**config.mk**
```make
export PLATFORM = sky130hd
export DESIGN_NAME = pld_sqrt
export DESIGN_NICKNAME = d
export VERILOG_FILES = /design/src/design/pld_pkg.sv /design/src/design/pld_sqrt.sv
export SDC_FILE = /design/constraint.sdc
export NUM_CORES = 2
export LEC_CHECK = 0
export BUFFER_PORTS_ARGS = -buffer_cell sky130_fd_sc_hd__buf_2
export CORE_ASPECT_RATIO = 1.2
export CORE_MARGIN = 5
export CORE_UTILIZATION = 62
export CTS_CLUSTER_SIZE = 10
export DETAILED_ROUTE_END_ITERATION = 10
export PLACE_DENSITY_LB_ADDON = 0.05
export RECOVER_POWER = 100
export SYNTH_ARGS = -nofsm -noshare
export SYNTH_HDL_FRONTEND = slang
export SYNTH_MEMORY_MAX_BITS = 65536
export SYNTH_SLANG_ARGS = --single-unit
```
**constraint.sdc**
```tcl
create_clock -name clk -period 4.4 [get_ports clk]
set_input_delay 0.22 -clock clk [delete_from_list [all_inputs] [get_ports clk]]
set_output_delay 0.22 -clock clk [all_outputs]
set_load 0.01 [all_outputs]
```
**src/design/pld_pkg.sv**
```systemverilog
// shared types and constants for the point-to-line distance pipeline
// no dependencies
package pld_pkg;

  localparam int COORD_BITS = 24;
  localparam int FRAC_BITS  = 8;
  localparam int DIST_BITS  = COORD_BITS + FRAC_BITS + 1;

  typedef struct packed {
    logic signed [COORD_BITS-1:0] point_x;
    logic signed [COORD_BITS-1:0] point_y;
    logic signed [COORD_BITS-1:0] line_ax;
    logic signed [COORD_BITS-1:0] line_ay;
    logic signed [COORD_BITS-1:0] line_bx;
    logic signed [COORD_BITS-1:0] line_by;
  } in_t;

  typedef struct packed {
    logic [DIST_BITS-1:0] distance;
    logic                 degenerate;
  } out_t;

  // per-stage control that travels beside the data
  typedef struct packed {
    logic valid;
    logic degen;
  } ctl_t;

endpackage

```
**src/design/pld_sqrt.sv**
```systemverilog
// pipelined integer square root, one root bit per stage
// depends on pld_pkg (ctl_t)
module pld_sqrt #(
  parameter int ROOT_BITS = 33
) (
  input  logic                     clk,
  input  logic                     rst_n,
  input  logic                     en,
  input  pld_pkg::ctl_t            ctl_i,
  input  logic [2*ROOT_BITS-1:0]   rad,
  output pld_pkg::ctl_t            ctl_o,
  output logic [ROOT_BITS-1:0]     root
);

  localparam int RAD_BITS = 2 * ROOT_BITS;
  localparam int REM_BITS = ROOT_BITS + 2;

  pld_pkg::ctl_t        ctl_r  [ROOT_BITS];
  logic [RAD_BITS-1:0]  rad_r  [ROOT_BITS];
  logic [REM_BITS-1:0]  rem_r  [ROOT_BITS];
  logic [ROOT_BITS-1:0] root_r [ROOT_BITS];

  for (genvar g = 0; g < ROOT_BITS; g++) begin : g_stage
    pld_pkg::ctl_t        ctl_in;
    logic [RAD_BITS-1:0]  rad_in;
    logic [REM_BITS-1:0]  rem_in;
    logic [ROOT_BITS-1:0] root_in;
    logic [REM_BITS+1:0]  t;
    logic [REM_BITS+1:0]  trial;
    logic                 ge;
    logic [REM_BITS-1:0]  rem_nxt;
    logic [ROOT_BITS-1:0] root_nxt;
    logic [RAD_BITS-1:0]  rad_nxt;

    if (g == 0) begin : g_first
      assign ctl_in  = ctl_i;
      assign rad_in  = rad;
      assign rem_in  = '0;
      assign root_in = '0;
    end else begin : g_next
      assign ctl_in  = ctl_r[g-1];
      assign rad_in  = rad_r[g-1];
      assign rem_in  = rem_r[g-1];
      assign root_in = root_r[g-1];
    end

    always_comb begin
      t        = {rem_in, rad_in[RAD_BITS-1 -: 2]};
      trial    = (REM_BITS+2)'({root_in, 2'b01});
      ge       = (t >= trial);
      rem_nxt  = ge ? REM_BITS'(t - trial) : REM_BITS'(t);
      root_nxt = {root_in[ROOT_BITS-2:0], ge};
      rad_nxt  = {rad_in[RAD_BITS-3:0], 2'b00};
    end

    always_ff @(posedge clk) begin
      if (!rst_n) begin
        ctl_r[g] <= '0;
      end else if (en) begin
        ctl_r[g] <= ctl_in;
      end
    end

    always_ff @(posedge clk) begin
      if (en) begin
        rad_r[g]  <= rad_nxt;
        rem_r[g]  <= rem_nxt;
        root_r[g] <= root_nxt;
      end
    end
  end

  assign ctl_o = ctl_r[ROOT_BITS-1];
  assign root  = root_r[ROOT_BITS-1];

endmodule
```
==> impl_metrics.tcl <==
set metrics [dict create \
    muxShareOfSynthArea 0.005876 \
    maxSlewViolCount 271 \
    cts_setup_buffers 0 \
    postCtsResizedCells 0 \
    detail_route.wl_per_cell_um 20.27 \
    tightestPinTransition_ns 3.254 \
    path_cells "ha_1 -> nor2b_1 -> o31ai_1 -> a21oi_1 -> nor4_1 -> nor3_1 -> o32ai_1 -> o21ai_0 -> and4_1 -> a2111oi_0 -> o21ai_0" \
    finalHoldViolCount 0 \
    powerDensity_nw_per_um2 515.1 \
    overflow 0 \
    synthSimpleGateAreaFrac 0.1019 \
    root_buffer "clkbuf_16" \
    clk_pin_slew_worst_paths_ns 0.05 \
    drtAntennaViolNets 0 \
    synth_top_family_by_area "simple AND/OR/NAND/NOR gates" \
    ys_ff_latch 2750 \
    avgViaCountPerCell 5.913 \
    drt-total-wl_um 263300 \
    critPathLaunch "rem_r[0][1015]$_DFFE_PP_" \
    antenna_found_initial 5 \
    utilization 0.6889 \
    finalSetupTns_ns 0 \
    core_area_um2 204300 \
    layout.nets 10940 \
    synthAdderAreaFrac 0.05876 \
    min_period_ns 4.154 \
    rows 182 \
    endpoint "rem_r[0][1076]$_DFFE_PP_" \
    violations "capacitance limit, slew limit" \
    clock_latency_ns 0.94 \
    dieArea_um2 213900 \
    r2r-start "rem_r[0][1015]$_DFFE_PP_" \
    die_w_um 423.0 \
    syn_nets 10450 \
    cts_buffers 329 \
    cts_max_path_buffers 4 \
    critPathMaxFanout 6 \
    synth_edf_count 2750 \
    initial_utilization 0.6213 \
    cts_tree "built" \
    ys.warnings.count 0 \
    grt_pass1_wl_um 418000 \
    layout_common_cells "2,750 x edfxtp_1, 762 x nand2_1, 748 x inv_1" \
    synthArstFlopShare 0 \
    pre_cts_slack_ns 0.3557 \
    crit_path_end_kind "flop" \
    multiInputGateArea_um2 40760 \
    htreeDepth 5 \
    rsz0062_at_grt "false" \
    grt_pass1_vias 76690 \
    synth-seq-area-share 0.6507 \
    grtUsageTotal 0.2448 \
    hp-class "in2reg" \
    drt_first_pass_iters 6 \
    io_buffers 105 \
    p_leak_nw 53.85 \
    status "complete, but fails checks" \
    drc 0 \
    grt_start_max_net_pins 189 \
    max_cap_violations 2 \
    postLayoutSetupSlackWorst_ns 0.2458 \
    initialDrtViolationCount 6147 \
    syn_area_um2 126900 \
    worstPathRequired_ns 5.00 \
    fillCellCount 14200 \
    period_share 0.9441 \
    fin_hold_ws_ns 0.1599 \
    rr_endpoint "rem_r[0][1076]$_DFFE_PP_" \
    die-height_um 505.6 \
    r2r_cells 11 \
    slowest_delay_ns 0.56 \
    regToRegSetupSlack_ns 0.25 \
    max_freq_mhz 240.7 \
    place.gp.congestion 0.9216 \
    crit_path_frequent_cell "o21ai_0" \
    skew_ns 0.07557 \
    arrival_ns 4.75 \
    ff_latch_area_um2 82580 \
    slowest_stage "o32ai_1" \
    num_vias 76770 \
    synth-xor-area-share 0.06135 \
    synthDistinctLibCells 90 \
    drive_gt1_frac 0.05759 \
    setup_violations 0 \
    startpoint_type "flop" \
    avgSynthCellArea_um2 12.98 \
    clock-sinks 2750 \
    ys.flop_type "edfxtp_1" \
    synth_compound_gate_area_share 0.09311 \
    syn_to_final_growth_pct 10.88 \
    final_common_cell "edfxtp_1" \
    io_pins 106 \
    crit_type "reg2reg" \
    postCtsHoldBufs 132 \
    hpwl_um 185200 \
    slew_headroom -1.170 \
    ir_drop_uv 462.2 \
    synthCells 9781 \
]
## how the worst min path moves through the flow
stage / slack, ns / endpoint / cells past startpoint / startpoint
CTS: 0.03 / rad_r[0][24]$_DFFE_PP_ / 2 / rad[24]
floorplan: 0.32 / rad_r[0][0]$_DFFE_PP_ / 0 / rad[0]
global placement: 0.40 / rad_r[0][1]$_DFFE_PP_ / 1 / rad[1]
finish: 0.16 / ctl_r[9][1]$_SDFFCE_PN0P_ / 2 / rst_n
global route: 0.14 / ctl_r[0][1]$_SDFFCE_PN0P_ / 3 / ctl_i[1]
detailed placement: 0.40 / rad_r[0][26]$_DFFE_PP_ / 1 / rad[26]
## sequential cells by signal, summed over array words and instances (netlist names)
signal	count
rad_r	1056
root_r	561
ctl_r	66
rem_r	1067
## critical path: cells and delay by family (launching register included)
family	cells	cell delay (ns)
AO/OA/AOI/OAI	6	1.90
adder cells (fa/ha/maj)	1	0.37
flip-flops	1	0.39
AND/OR/NAND/NOR	4	1.17
## layout make-up
| cell class | instances | area share |
|---|---|---|
| repair buffers | 357 | 0.01851 |
| multi-input cells | 6081 | 0.2896 |
| clock inverters | 24 | 0.001805 |
| well taps | 2668 | 0.02372 |
| clock buffers | 351 | 0.05940 |
| diodes | 3 | 0.00005335 |
| flip-flops and latches | 2750 | 0.5868 |
| inverters | 751 | 0.02005 |
## cell usage after synthesis, types with 17 or more instances
master	n	area share
clkbuf_1	182	0.0054
and3_1	130	0.0064
nand3_1	162	0.0064
or4_1	60	0.0035
o21a_1	101	0.0060
a211o_1	19	0.0013
a211oi_1	39	0.0023
mux2_2	52	0.0046
a21boi_0	17	0.0010
o211ai_1	33	0.0020
edfxtp_1	2750	0.65
or3_1	133	0.0066
o31ai_1	70	0.0041
ha_1	596	0.059
xor2_1	464	0.032
a21o_1	233	0.014
and2_1	31	0.0015
o21bai_1	52	0.0031
nand4_1	83	0.0041
nand2b_1	136	0.0067
nor4_1	131	0.0065
a21oi_1	519	0.020
nand2_1	762	0.023
xnor2_1	425	0.029
nor3_1	247	0.0097
and4_1	22	0.0015
nor2_1	500	0.015
inv_1	748	0.022
a31oi_1	54	0.0027
or2_2	39	0.0019
o21ai_0	613	0.024
nor2b_1	86	0.0042
## kinds of logic after synthesis
family,after synthesis
flip-flops,2750
AND/OR/NAND/NOR,2601
AO/OA/AOI/OAI,1926
buffers and inverters,950
XOR/XNOR,889
adder cells (fa/ha/maj),596
multiplexers,68
other,1
## where the power goes
part / total, mW / leakage (nW) / switching [mW] / internal, mW
clock: 22.8 / 4.22 / 9.45 / 13.4
combinational: 14.3 / 23.1 / 8.44 / 5.91
sequential: 35.3 / 26.6 / 2.24 / 33.1
total: 72.5 / 53.9 / 20.1 / 52.4
## routing by layer
| metal | GRT usage | vias to the layer above | wire length, um |
|---|---|---|---|
| met5 | 0 | - | 13 |
| met4 | 0.08344 | 2 | 9112 |
| met3 | 0.03497 | 504 | 13210 |
| met2 | 0.4158 | 2161 | 129300 |
| met1 | 0.3273 | 37120 | 111600 |
| li1 | - | 36990 | - |
## per-stage QoR
| stage | instances | power, mW | area, um2 |
|---|---|---|---|
| 6_report | 12990 | 72.48 | 140700 |
| 2_1_floorplan | 9781 | 45.20 | 126900 |
| 4_1_cts | 12980 | 72.98 | 141300 |
| 3_3_place_gp | 12480 | 49.57 | 131300 |
| 5_1_grt | 12980 | 76.10 | 140700 |
| 3_5_place_dp | 12480 | 49.88 | 131300 |
No activity file was read; power rests on OpenSTA's default activity.
